## src/button_auto_repeat_setpoint_core_assert.svh

```systemverilog
// Assertion macros for the button auto-repeat setpoint block.
// Included by the modules that check their own logic; no other dependencies.
`ifndef BUTTON_AUTO_REPEAT_SETPOINT_CORE_ASSERT_SVH
`define BUTTON_AUTO_REPEAT_SETPOINT_CORE_ASSERT_SVH

// Consequent checked on the cycle after the antecedent.
`define BRS_ASSERT_NEXT(label, clk, rst_n, ante, cons) \
    label: assert property (@(posedge clk) disable iff (!(rst_n)) (ante) |=> (cons)) \
        else $error("brs assertion failed: next-cycle check");

// Consequent checked in the same cycle as the antecedent.
`define BRS_ASSERT_NOW(label, clk, rst_n, ante, cons) \
    label: assert property (@(posedge clk) disable iff (!(rst_n)) (ante) |-> (cons)) \
        else $error("brs assertion failed: same-cycle check");

`endif

```

## src/brs_pkg.sv

```systemverilog
// Shared types and constants for the button auto-repeat setpoint block.
// No dependencies.
package brs_pkg;

    typedef enum logic [1:0] {
        MODE_IDLE   = 2'd0,
        MODE_WAIT   = 2'd1,
        MODE_REPEAT = 2'd2
    } t_mode;

    typedef enum logic {
        BTN_UP   = 1'b0,
        BTN_DOWN = 1'b1
    } t_btn;

    typedef enum logic [1:0] {
        CFG_SETPOINT_MIN  = 2'd0,
        CFG_SETPOINT_MAX  = 2'd1,
        CFG_HOLD_DELAY    = 2'd2,
        CFG_REPEAT_PERIOD = 2'd3
    } t_cfg_idx;

    typedef struct packed {
        logic [7:0]  setpoint_min;
        logic [7:0]  setpoint_max;
        logic [15:0] hold_delay;
        logic [15:0] repeat_period;
    } t_cfg;

    localparam int unsigned LEVEL_W = 8;
    localparam int unsigned COUNT_W = 16;

    localparam logic [LEVEL_W-1:0] RST_SETPOINT_MIN  = 8'd16;
    localparam logic [LEVEL_W-1:0] RST_SETPOINT_MAX  = 8'd30;
    localparam logic [COUNT_W-1:0] RST_HOLD_DELAY    = 16'd500;
    localparam logic [COUNT_W-1:0] RST_REPEAT_PERIOD = 16'd100;
    localparam logic [LEVEL_W-1:0] RST_LEVEL         = 8'd16;

endpackage

```

## src/brs_cfg.sv

```systemverilog
// Configuration register file: min/max limits, hold delay, repeat period.
// Depends on brs_pkg.
module brs_cfg (
    input  logic                  i_clk,
    input  logic                  i_rst_n,
    input  logic                  i_wr,
    input  brs_pkg::t_cfg_idx     i_idx,
    input  logic [15:0]           i_data,
    output brs_pkg::t_cfg         o_cfg
);
    import brs_pkg::*;

    t_cfg r_cfg;

    always_ff @(posedge i_clk) begin
        if (!i_rst_n) begin
            r_cfg.setpoint_min  <= RST_SETPOINT_MIN;
            r_cfg.setpoint_max  <= RST_SETPOINT_MAX;
            r_cfg.hold_delay    <= RST_HOLD_DELAY;
            r_cfg.repeat_period <= RST_REPEAT_PERIOD;
        end else if (i_wr) begin
            unique case (i_idx)
                CFG_SETPOINT_MIN:  r_cfg.setpoint_min  <= i_data[LEVEL_W-1:0];
                CFG_SETPOINT_MAX:  r_cfg.setpoint_max  <= i_data[LEVEL_W-1:0];
                CFG_HOLD_DELAY:    r_cfg.hold_delay    <= i_data[COUNT_W-1:0];
                CFG_REPEAT_PERIOD: r_cfg.repeat_period <= i_data[COUNT_W-1:0];
                default:           r_cfg               <= r_cfg;
            endcase
        end
    end

    assign o_cfg = r_cfg;

endmodule

```

## src/brs_step.sv

```systemverilog
// Setpoint state machine: countdown, phase and level, updated once per tick.
// Depends on brs_pkg and button_auto_repeat_setpoint_core_assert.svh.
module brs_step (
    input  logic                  i_clk,
    input  logic                  i_rst_n,
    input  logic                  i_adv,
    input  logic                  i_up,
    input  logic                  i_down,
    input  brs_pkg::t_cfg         i_cfg,
    output logic [7:0]            o_level,
    output brs_pkg::t_mode        o_mode
);
    import brs_pkg::*;

    t_mode               r_mode, n_mode;
    t_btn                r_held, n_held;
    logic [COUNT_W-1:0]  r_cd, n_cd;
    logic [LEVEL_W-1:0]  r_level, n_level;

    logic [COUNT_W-1:0]  dec_cd;
    logic                held_lvl;
    logic                can_up;
    logic                can_dn;

    assign dec_cd   = (r_cd != '0) ? r_cd - COUNT_W'(1) : '0;
    assign held_lvl = (r_held == BTN_UP) ? i_up : i_down;
    assign can_up   = r_level < i_cfg.setpoint_max;
    assign can_dn   = r_level > i_cfg.setpoint_min;

    always_comb begin
        n_mode  = r_mode;
        n_held  = r_held;
        n_cd    = dec_cd;
        n_level = r_level;
        unique case (r_mode)
            MODE_WAIT: begin
                if (!held_lvl) begin
                    n_mode = MODE_IDLE;
                    n_cd   = '0;
                end else if (dec_cd == '0) begin
                    n_mode = MODE_REPEAT;
                    n_cd   = i_cfg.repeat_period;
                end
            end
            MODE_REPEAT: begin
                if (!held_lvl) begin
                    n_mode = MODE_IDLE;
                    n_cd   = '0;
                end else if (dec_cd == '0) begin
                    n_cd = i_cfg.repeat_period;
                    if (r_held == BTN_UP) begin
                        if (can_up) n_level = r_level + LEVEL_W'(1);
                    end else begin
                        if (can_dn) n_level = r_level - LEVEL_W'(1);
                    end
                end
            end
            default: begin
                // idle, and the unused code which behaves as idle
                n_mode = MODE_IDLE;
                if (i_up) begin
                    // up wins; at the limit the down button is ignored
                    if (can_up) begin
                        n_level = r_level + LEVEL_W'(1);
                        n_mode  = MODE_WAIT;
                        n_held  = BTN_UP;
                        n_cd    = i_cfg.hold_delay;
                    end
                end else if (i_down) begin
                    if (can_dn) begin
                        n_level = r_level - LEVEL_W'(1);
                        n_mode  = MODE_WAIT;
                        n_held  = BTN_DOWN;
                        n_cd    = i_cfg.hold_delay;
                    end
                end
            end
        endcase
    end

    always_ff @(posedge i_clk) begin
        if (!i_rst_n) begin
            r_mode  <= MODE_IDLE;
            r_held  <= BTN_UP;
            r_cd    <= '0;
            r_level <= RST_LEVEL;
        end else if (i_adv) begin
            r_mode  <= n_mode;
            r_held  <= n_held;
            r_cd    <= n_cd;
            r_level <= n_level;
        end
    end

    assign o_level = r_level;
    assign o_mode  = r_mode;

`include "button_auto_repeat_setpoint_core_assert.svh"

    `BRS_ASSERT_NEXT(a_hold_without_tick, i_clk, i_rst_n, !i_adv,
        $stable(r_level) && $stable(r_mode) && $stable(r_cd))
    `BRS_ASSERT_NEXT(a_idle_no_press, i_clk, i_rst_n,
        i_adv && (r_mode == MODE_IDLE) && !i_up && !i_down,
        (r_mode == MODE_IDLE) && $stable(r_level))
    `BRS_ASSERT_NEXT(a_single_step, i_clk, i_rst_n, i_adv,
        (r_level == $past(r_level)) || (r_level == $past(r_level) + 8'd1) ||
        (r_level == $past(r_level) - 8'd1))
    `BRS_ASSERT_NEXT(a_release_to_idle, i_clk, i_rst_n,
        i_adv && ((r_mode == MODE_WAIT) || (r_mode == MODE_REPEAT)) && !held_lvl,
        (r_mode == MODE_IDLE) && (r_cd == '0))

endmodule

```

## src/button_auto_repeat_setpoint_core.sv

```systemverilog
// Top level of the button auto-repeat setpoint block: input register, tick
// state machine with its result register, configuration registers. Uses brs_pkg.
//
//  channel | direction | handshake                | payload
//  --------+-----------+--------------------------+--------------------------------
//  in      | to block  | i_in_valid / o_in_ready  | i_up_pressed, i_down_pressed
//  out     | from block| o_out_valid / i_out_ready| o_setpoint, o_phase
//  cfg     | to block  | i_cfg_valid / o_cfg_ready| i_cfg_index, i_cfg_data
//
// One tick item per clock while the output is not stalled. Each item passes the
// input register, then the state registers, which double as the result register.
// i_rst_n is synchronous, active low; it restores the register reset values.
// A stalled output holds the state; the input register still takes one item,
// after which o_in_ready drops until the output drains. cfg is always ready.
module button_auto_repeat_setpoint_core (
    input  logic        i_clk,
    input  logic        i_rst_n,
    input  logic        i_in_valid,
    output logic        o_in_ready,
    input  logic        i_up_pressed,
    input  logic        i_down_pressed,
    output logic        o_out_valid,
    input  logic        i_out_ready,
    output logic [7:0]  o_setpoint,
    output logic [1:0]  o_phase,
    input  logic        i_cfg_valid,
    output logic        o_cfg_ready,
    input  logic [1:0]  i_cfg_index,
    input  logic [15:0] i_cfg_data
);
    import brs_pkg::*;

    // input register
    logic r_in_valid;
    logic r_up;
    logic r_down;
    // result valid
    logic r_out_valid;

    logic   in_acc;
    logic   adv;
    t_cfg   cfg;
    t_mode  mode;

    // a tick moves into the result stage when that stage is empty or draining
    assign adv        = r_in_valid && (!r_out_valid || i_out_ready);
    assign o_in_ready = !r_in_valid || adv;
    assign in_acc     = i_in_valid && o_in_ready;

    always_ff @(posedge i_clk) begin
        if (!i_rst_n) begin
            r_in_valid <= 1'b0;
        end else begin
            r_in_valid <= in_acc || (r_in_valid && !adv);
        end
    end

    // button levels carry no reset
    always_ff @(posedge i_clk) begin
        if (in_acc) begin
            r_up   <= i_up_pressed;
            r_down <= i_down_pressed;
        end
    end

    always_ff @(posedge i_clk) begin
        if (!i_rst_n) begin
            r_out_valid <= 1'b0;
        end else if (adv) begin
            r_out_valid <= 1'b1;
        end else if (i_out_ready) begin
            r_out_valid <= 1'b0;
        end
    end

    assign o_cfg_ready = 1'b1;

    brs_cfg u_cfg (
        .i_clk   (i_clk),
        .i_rst_n (i_rst_n),
        .i_wr    (i_cfg_valid),
        .i_idx   (t_cfg_idx'(i_cfg_index)),
        .i_data  (i_cfg_data),
        .o_cfg   (cfg)
    );

    brs_step u_step (
        .i_clk   (i_clk),
        .i_rst_n (i_rst_n),
        .i_adv   (adv),
        .i_up    (r_up),
        .i_down  (r_down),
        .i_cfg   (cfg),
        .o_level (o_setpoint),
        .o_mode  (mode)
    );

    assign o_phase     = mode;
    assign o_out_valid = r_out_valid;

endmodule
```

## config.mk

```make
export PLATFORM = sky130hd
export DESIGN_NAME = button_auto_repeat_setpoint_core
export DESIGN_NICKNAME = d
export VERILOG_FILES = /design/src/brs_pkg.sv /design/src/brs_cfg.sv /design/src/brs_step.sv /design/src/button_auto_repeat_setpoint_core.sv
export VERILOG_INCLUDE_DIRS = /design/src /design/src/src
export SDC_FILE = /design/constraint.sdc
export NUM_CORES = 1
export LEC_CHECK = 0
export BUFFER_PORTS_ARGS = -buffer_cell sky130_fd_sc_hd__clkbuf_2
export CAP_MARGIN = 20
export CORE_MARGIN = 2
export CORE_UTILIZATION = 40
export DETAILED_ROUTE_END_ITERATION = 8
export GPL_TIMING_DRIVEN = 0
export SYNTH_ARGS = -nofsm -noshare
export SYNTH_HDL_FRONTEND = slang
export SYNTH_SLANG_ARGS = --single-unit
```

## constraint.sdc

```tcl
create_clock -name i_clk -period 2.8 [get_ports i_clk]
set_input_delay 0 -clock i_clk [delete_from_list [all_inputs] [get_ports i_clk]]
set_output_delay 0 -clock i_clk [all_outputs]
set_load 0.02 [all_outputs]
```

; ---- Word level (Yosys, flattened, before mapping)
; Cells that the tools add are included.
[op_classes]
n_addsub = 3
n_lt_le_gt_ge = 2
eq_ne = 10
mux = 31
bitwise_logic = 2
reduce_logical = 24
[ops]
columns = operator, count
row1 = two-way mux 16 bit, 8
row2 = two-way mux 8 bit, 7
row3 = zero test 16 bit, 1
row4 = one-hot mux 8 bit (2 select lines), 1
row5 = nonzero test 16 bit, 1
row6 = subtractor 16 x 1 -> 16 bit (second input constant), 1
row7 = two-way mux 2 bit, 5
row8 = AND reduction 5 bit, 2
row9 = two-way mux 1 bit, 9
row10 = adder 8 x 1 -> 8 bit (second input constant), 1
row11 = > comparator 8 bit, 1
row12 = less-than comparator 8 bit, 1
row13 = AND reduction 2 bit, 4
row14 = subtractor 8 x 1 -> 8 bit (second input constant), 1
row15 = equality test 2 bit (second input constant), 3
row16 = != test 2 x 1 -> 1 bit (second input constant), 3
row17 = nonzero test 2 bit, 3
row18 = equality test 2 x 1 -> 1 bit (second input constant), 2
row19 = one-hot mux 2 bit (2 select lines), 1
row20 = logical AND 1 bit, 3
row21 = zero test 1 bit, 3
row22 = logical OR 1 bit, 3
row23 = != test 3 bit (second input constant), 1
row24 = AND reduction 3 bit, 1
row25 = 5 further kinds, 6
[totals]
reg_bits = 79

; ---- Depth between registers and ports, before layout
; Gate-level depths: netlist of the first run.
[logic_depth]
word_depth = 6
ltp_mapped = 11

; ---- Cells and area by module
; A second synthesis of the first run with hierarchy kept.
[hier_totals]
hier_cells = 540
area_unflattened_um2 = 4709.5
[by_module_without_submodules]
columns = module, instances, cells_per_inst, area_per_inst_um2, seq_area_each_um2
row1 = brs_step, 1, 338, 2635.0, 540.5
row2 = brs_cfg, 1, 189, 1899.3, 960.9
row3 = button_auto_repeat_setpoint_core, 1, 13, 175.2, 100.1

; ---- Worst setup path after synthesis of the first run
; Ideal clock, no wire load.
[synth_timing]
path_kind = register -> register
from = register u_step.r_cd[2]
to = register u_step.r_level[4] (netlist: u_step.o_level[4])
setup_ns = 0.123
arrival_time_ns = 2.652
required_time_ns = 2.677
setup_slack_ns = 0.025
path_stages_with_launch = 9
period_less_slack_ns = 2.775
cell_sequence = dfxtp_1 > or4_4 > nor3_2 > mux2i_1 > nand3_1 > nor4b_4 > o31ai_4 > o21bai_1 > mux2_1
[synth_between]
elab_chain_len = 5
[synth_rtl]
columns = item, line_no
row1 = "start, declared", brs_step.sv:17  ; logic [COUNT_W-1:0] r_cd, n_cd;
row2 = "start signal, assigned", brs_step.sv:90  ; r_cd <= n_cd;
row3 = subtractor 16 x 1 -> 16 bit or nonzero test 16 bit (tied branches), brs_step.sv:25  ; assign dec_cd = (r_cd != '0) ? r_cd - COUNT_W'(1) : '0;
row4 = two-way mux 16 bit *, brs_step.sv:25
row5 = zero test 16 bit *, brs_step.sv:49  ; end else if (dec_cd == '0) begin
row6 = != test 2 x 1 -> 1 bit (no source line) *, --
row7 = AND reduction 5 bit (no source line) *, --
row8 = "end signal, assigned", brs_step.sv:91  ; r_level <= n_level;
row9 = "end, declared", brs_step.sv:18  ; logic [LEVEL_W-1:0] r_level, n_level;
; Every way passes the cells marked *; elsewhere a longest branch is shown, timed or not.
; A chain may end at the register's enable or synchronous reset.

; ---- Worst setup path after layout of the first run
[layout_timing]
from = register u_step.r_cd[3]
to = register u_step.r_level[4] (netlist: u_step.o_level[4])
; The elaborated chain is that of the path after synthesis.

==> impl_results.md, run 1 <==
- CP Capture Type: register
- First-pass GRT wire length: 23100 um
- Final Cycle Share: 1.02
- CTS tree: yes
- Fill cell count: between 1000 and 1500
- Post-synth net total: 624
- Clock root buffer: clkbuf_16
- Failing checks: setup timing
- Most frequent cell after synthesis: nand2_1
- Crit path kind: register to register
- GRT overflow: 0
- Total Wirelength: 14400 um
- Rows: 39
- CORE AREA: 11300 sq um
- Longest Clk Path Bufs: 2
- Die Footprint: around 12000 sq um
- Critical-path cell list: or4_4, nor4_4, xnor2_2, a41oi_4, nor4_4, buf_4, o31ai_4, o21bai_4, mux2_4
- Placed Cells: 757
- Die Wd: 111 um
- Fin worst setup slack: -0.0613 ns
- Worst-path clk slew: about 0.060 ns
- Async S/R FF share, synth: 0
- Synth area leader: dfxtp_1
- Mapped Area: between 4000 and 5000 sq um
- Cell mode on critical path: nor4_4
- Max-cap violation count: 0
- Worst-Margin Slew: 0.885 ns
- Synth Register Bits: a little under 80
- Distinct cells, synth: between 60 and 70
- Worst path slowest cell: or4_4
- Req. time, crit path: a little over 3 ns
- Max_slew headroom: 0.409
- Post-route cell area: 6110 sq um
- Area after DPL: 4960 sq um
- DRT iter0 DRCs: a little under 400
- Total GRT Usage: 0.232
- Syn-to-layout area delta: 32.8%
- Sequential element share of the synthesized area: 0.348
- Share of post-route cells with drive strength above 1: 0.250
- Clock sinks: 79
- Critical Path Source Type: register
- Synth warn: 0
- Crit path max fanout: 5
- Worst path top cell family by delay: simple AND/OR/NAND/NOR gates
- Hold slack final: 0.0161 ns
- Starting density of the core: 0.407
- Die Ht: 111 um
- DR DRC count: 0
- Largest net degree at the start of global routing: 15
- Number of synthesized flops with an enable pin: 2
- Setup repair after global routing missed its margin: yes
- DR vias/cell: 5.62
- Routed WL per cell: 17.3 um
- H-tree Lvls: 3
- Port bufs: 36
- Hold WC Path Type: input port to register
- FMAX: 0.349 GHz
- Post-synth top area share: 0.335
- Hold Fails Final Rpt: 0
- Post-DP HPWL: 9980 um
- Core Util, Final: 0.540
- Final Max Tran Viols: 0
- Final antenna diode count: 0
- Final setup violation count: 2
- CP max stage delay: 0.58 ns
- Area contributors post-synth: dfxtp_1, nand2_1, a21oi_1
- Post-Synthesis Cells: 578
- Ys flop type: dfxtp_1
- Final Skew: 0.00810 ns
- WP data arrival: about 3.1 ns
- Syn_area_per_cell: roughly 8 sq um
- Cell Count, Final, Fillers Out: 830
- Number of CTS-inserted buffers: 9
- Crit path time final: 2.86 ns
- Post-DRT Antenna Nets: 0
- Final #Nets: approximately 730
- Total leakage power: 2.39 nW
- DR pass1 iterations: 5
- Status: finished with violations
- Number of I/O pins: 38
- Commonest cells in the netlist: nand2_1, dfxtp_1, a21oi_1, nor2_1, nand3_1
- Peak VDD IR: ~0.00043 V
- Vias in the first global route: 4456
- Antenna violations before repair: 0
- Worst skew pair latency: between 0.3 and 0.4 ns
- CP Buf/Inv Count: 1
- Power per cell area: 601 nW/um^2
- Placer's final routability congestion estimate: 0.874
- Vias: between 4000 and 5000
## worst paths after layout
path | start | to | slack [ns] | depth (start not counted)
max reg2reg | u_step.r_cd[3] | u_step.o_level[4] | -0.06 | 9
min | i_cfg_index[1] | u_cfg.o_cfg[32] | 0.02 | 4
max | u_step.r_cd[3] | u_step.o_level[4] | -0.06 | 9
min reg2reg | u_cfg.o_cfg[31] | u_cfg.o_cfg[31] | 0.45 | 2
## area by class of cell
type / count / area (sq um) / share of cell area
Inverter: 25 / 96.3 / 0.0158
Clock buffer: 10 / 239 / 0.0391
Buffer: 29 / 121 / 0.0198
Timing Repair Buffer: 93 / 664 / 0.109
Tap cell: 143 / 179 / 0.0293
Sequential cell: 79 / 1630 / 0.267
Clock inverter: 6 / 91.3 / 0.0149
Multi-Input combinational cell: 445 / 3090 / 0.506
## layer usage
layer,up-vias,GRT usage,part of all wire
met1,2189,0.319,0.48
li1,2294,-,-
met2,157,0.366,0.44
met5,-,0,0
met3,25,0.0383,0.051
met4,0,0.0872,0.022
## logic make-up (layout without fill, tap and decap cells)
family | count (synthesis) | in the layout | share of synthesized area
simple gates | 242 | 242 | 0.269
compound gates | 162 | 163 | 0.240
fa+ha+maj | 21 | 21 | 0.0571
xor+xnor | 5 | 5 | 0.00952
buf+inv | 55 | 163 | 0.0468
other cells | 1 | 1 | 0.000815
flops | 79 | 79 | 0.348
mux | 13 | 13 | 0.0285
## tightest hold or removal path: stages
cell      delay (ns)
clkbuf_2        0.13
nor2_1          0.08
nand2_1         0.06
a21oi_1         0.05
## registers in the layout, summed over array words and instances (netlist names)
| signal | count |
|---|---|
| r_in_valid | 1 |
| u_cfg.o_cfg | 48 |
| u_step.o_mode | 2 |
| u_step.r_cd | 16 |
| u_step.r_held | 1 |
| r_up | 1 |
| o_out_valid | 1 |
| r_down | 1 |
| u_step.o_level | 8 |
## metrics by stage
stage / power, mW / TNS (ns) / worst slack (ns)
floorplan: 1.84 / 0 / 0.0251
global placement: 2.03 / -9.58 / -0.506
detailed placement: 2.04 / -10.19 / -0.526
CTS: 3.56 / -0.124 / -0.0752
global route: 3.82 / -1.43 / -0.143
finish: 3.67 / -0.0772 / -0.0613
## cells in the final DEF, fill, tap and decap left out, types with 5 or more instances in the layout
cell and count:
a211oi_1 6, a21o_1 7, a21oi_1 60, a21oi_2 6, a31o_2 7, buf_4 36, clkbuf_1 24, clkbuf_16 9
clkbuf_2 37, dfxtp_1 66, dfxtp_2 5, dfxtp_4 6, dlygate4sd3_1 21, ha_1 19, inv_1 22, mux2i_1 8
nand2_1 103, nand2b_1 8, nand3_1 28, nand4_1 8, nor2_1 42, nor3_1 9, nor4_4 5, o211ai_1 16
o21ai_0 19, o221a_2 6, or3_1 6
## what timing repair did
action	4_1_cts	5_1_grt
resized for setup	49	25
endpoints found under the hold margin	54	0
setup endpoints to repair	26	25
setup buffers	21	16
hold buffers	21	0
pin swaps	17	19
cloned	1	0
## where the power goes
part	internal (mW)	switching, mW
clock network	0.810	0.508
registers	1.19	0.0784
logic	0.484	0.606
total	2.48	1.19
Power figures use the tool's default switching activity.
==> run 2, diff against run 1 <==
BUFFER_PORTS_ARGS = default   (was -buffer_cell sky130_fd_sc_hd__clkbuf_2)
DONT_BUFFER_PORTS = 1   (was default)
TNS_END_PERCENT = 10   (was default)
==> impl_results.md, run 2 (synthesized netlist as in run 1, its figures left out) <==
- CP Buf/Inv Count: 0 (was 1)
- Max-cap violation count: 0 (unchanged)
- CP Capture Type: register (unchanged)
- Final antenna diode count: 0 (unchanged)
- Die Ht: 111 um (unchanged)
- Die Wd: 111 um (unchanged)
- Post-DRT Antenna Nets: 0 (unchanged)
- Worst path slowest cell: or4_4 (unchanged)
- Worst skew pair latency: 0.35 ns (about the same)
- Fill cell count: 1100 (was 1076)
- Crit path max fanout: 6 (was 5)
- Post-route cell area: 5710 sq um (was 6110 sq um)
- Critical Path Source Type: register (unchanged)
- Setup repair after global routing missed its margin: yes (unchanged)
- Total leakage power: 2.13 nW (was 2.39 nW)
- Share of post-route cells with drive strength above 1: 0.176 (was 0.250)
- GRT overflow: 0 (unchanged)
- Crit path kind: register to register (unchanged)
- First-pass GRT wire length: 22300 um (was 23100 um)
- Die Footprint: 12400 sq um (unchanged)
- WP data arrival: 3.18 ns (was 3.10 ns)
- Longest Clk Path Bufs: 2 (unchanged)
- Critical-path cell list: or4_4, nor3_4, mux2i_2, nand3_4, nor4_4, o31ai_4, o21bai_4, mux2_4 (was or4_4, nor4_4, xnor2_2, a41oi_4, nor4_4, buf_4, o31ai_4, o21bai_4, mux2_4)
- Total Wirelength: 13600 um (was 14400 um)
- Max reg flops: 48 (unchanged)
- Most common cell after layout, fill and taps aside: nand2_1 (unchanged)
- Final Skew: 0.0109 ns (was 0.00810 ns)
- R2r setup slk: -0.15 ns (was -0.06 ns)
- Worst-Margin Slew: 0.839 ns (was 0.885 ns)
- DR vias/cell: 5.74 (was 5.62)
- Final Cycle Share: 1.05 (was 1.02)
- Total power: 3.52 mW (was 3.67 mW)
- Hold Fails Final Rpt: 0 (unchanged)
- Total GRT Usage: 0.223 (was 0.232)
- Worst path top cell family by delay: simple AND/OR/NAND/NOR gates (unchanged)
- CORE AREA: 11300 sq um (unchanged)
- Final #Nets: 673 (was 728)
- Clock root buffer: clkbuf_16 (unchanged)
- Clock sinks: 79 (unchanged)
- Max_slew headroom: 0.440 (was 0.409)
- Worst-path clk slew: 0.07 ns (was 0.06 ns)
- Port bufs: 0 (was 36)
- Fin worst setup slack: -0.151 ns (was -0.0613 ns)
- Vias in the first global route: 4312 (was 4456)
- CP Depth: 8 (was 9)
- CTS tree: yes (unchanged)
- Number of CTS-inserted buffers: 9 (unchanged)
- DRT iter0 DRCs: 444 (was 394)
- Reg2reg path depth: 8 (was 9)
- Worst r2r dst: u_step.o_level[4] (unchanged)
- Pre-CTS setup slack: -0.536 ns (was -0.526 ns)
- DR DRC count: 0 (unchanged)
- CP startpoint: u_step.r_cd[5] (was u_step.r_cd[3])
- Final setup violation count: 7 (was 2)
- Status: finished with violations (unchanged)
- Most frequent cells in the layout: nand2_1, dfxtp_1, a21oi_1 (unchanged)
- Peak VDD IR: 0.000394 V (was 0.000429 V)
- Req. time, crit path: 3.03 ns (was 3.04 ns)
- Failing checks: setup timing (unchanged)
- FMAX: 0.339 GHz (was 0.349 GHz)
- Crit path time final: 2.95 ns (was 2.86 ns)
- H-tree Lvls: 3 (unchanged)
- Area after DPL: 4780 sq um (was 4960 sq um)
- DR pass1 iterations: 5 (unchanged)
- Number of I/O pins: 38 (unchanged)
- R2r startpoint: u_step.r_cd[5] (was u_step.r_cd[3])
- Routed WL per cell: 17.6 um (was 17.3 um)
- Antenna violations before repair: 0 (unchanged)
- Placer's final routability congestion estimate: 0.868 (was 0.874)
- Vias: 4452 (was 4665)
- Largest net degree at the start of global routing: 16 (was 15)
- Final Max Tran Viols: 0 (unchanged)
- Rows: 39 (unchanged)
- Hold WC Path Type: input port to register (unchanged)
- Worst Setup EP: u_step.o_level[4] (unchanged)
- Syn-to-layout area delta: 24.0% (was 32.8%)
- Starting density of the core: 0.407 (unchanged)
- CP max stage delay: 0.59 ns (was 0.58 ns)
- Post-DP HPWL: 9870 um (was 9980 um)
- Power per cell area: 616 nW/um^2 (was 601 nW/um^2)
[run 2: cell count changes in the layout (fill, tap and decap cells not counted), moves of 3 or more]
cell,before,now
a21oi_1,60,53
a21oi_2,6,13
buf_4,36,14
clkbuf_2,37,1
dfxtp_4,6,3
dlygate4sd3_1,21,26
[run 2: report_power, final]
part	internal, mW	switching (mW)
combinational	0.377	0.548
clock	0.795	0.523
sequential	1.19	0.0842
total	2.36	1.16
[run 2: what timing repair did]
item	in CTS	in global routing
setup endpoints to repair	26	26
gates resized for setup	38	26
hold buffers	26	0
pin swaps	9	18
setup buffers	7	5
hold endpoints to repair	59	0
[run 2: per-layer routing]
layer	GRT usage	part of all wire	vias to the layer above
met5	0	0	-
met4	0.0798	0.017	0
met3	0.0481	0.061	18
met2	0.350	0.45	171
met1	0.304	0.47	2069
li1	-	-	2194
[run 2: area by class of cell]
class / instances / area [sq um] / area share
plain buffers: 30 / 129 / 0.0226
clock inverters: 7 / 104 / 0.0182
flip-flops and latches: 79 / 1620 / 0.284
inverters: 25 / 93.8 / 0.0164
multi-input cells: 444 / 3010 / 0.527
clock buffers: 9 / 225 / 0.0394
well taps: 143 / 179 / 0.0313
repair buffers: 38 / 350 / 0.0614
[run 2: per-stage QoR]
stage	setup TNS [ns]	cells	utilization	hold WS (ns)
after floorplan	0	578	-	0.0989
after global placement	-9.61	721	0.422	0.0990
after detailed placement	-10.08	721	0.422	0.0989
after CTS	-0.442	770	0.492	0.00564
after global routing	-1.90	775	0.504	0.0443
final	-0.504	775	0.504	0.0144
[run 2: worst reg2reg max path: stages (launching register included)]
cell and delay, ns:
dfxtp_4 0.38, or4_4 0.59, nor3_4 0.26, mux2i_2 0.32
nand3_4 0.18, nor4_4 0.44, o31ai_4 0.13, o21bai_4 0.21
mux2_4 0.31
[run 2: worst min-delay path by stage]
stage,from,to,slack (ns),depth (start not counted)
6_report,i_cfg_index[0],u_cfg.o_cfg[40],0.01,3
2_1_floorplan,i_down_pressed,r_down,0.1,0
3_3_place_gp,i_down_pressed,r_down,0.1,0
4_1_cts,i_cfg_index[0],u_cfg.o_cfg[40],0.006,3
3_5_place_dp,i_up_pressed,r_up,0.1,0
5_1_grt,i_cfg_index[0],u_cfg.o_cfg[42],0.04,4
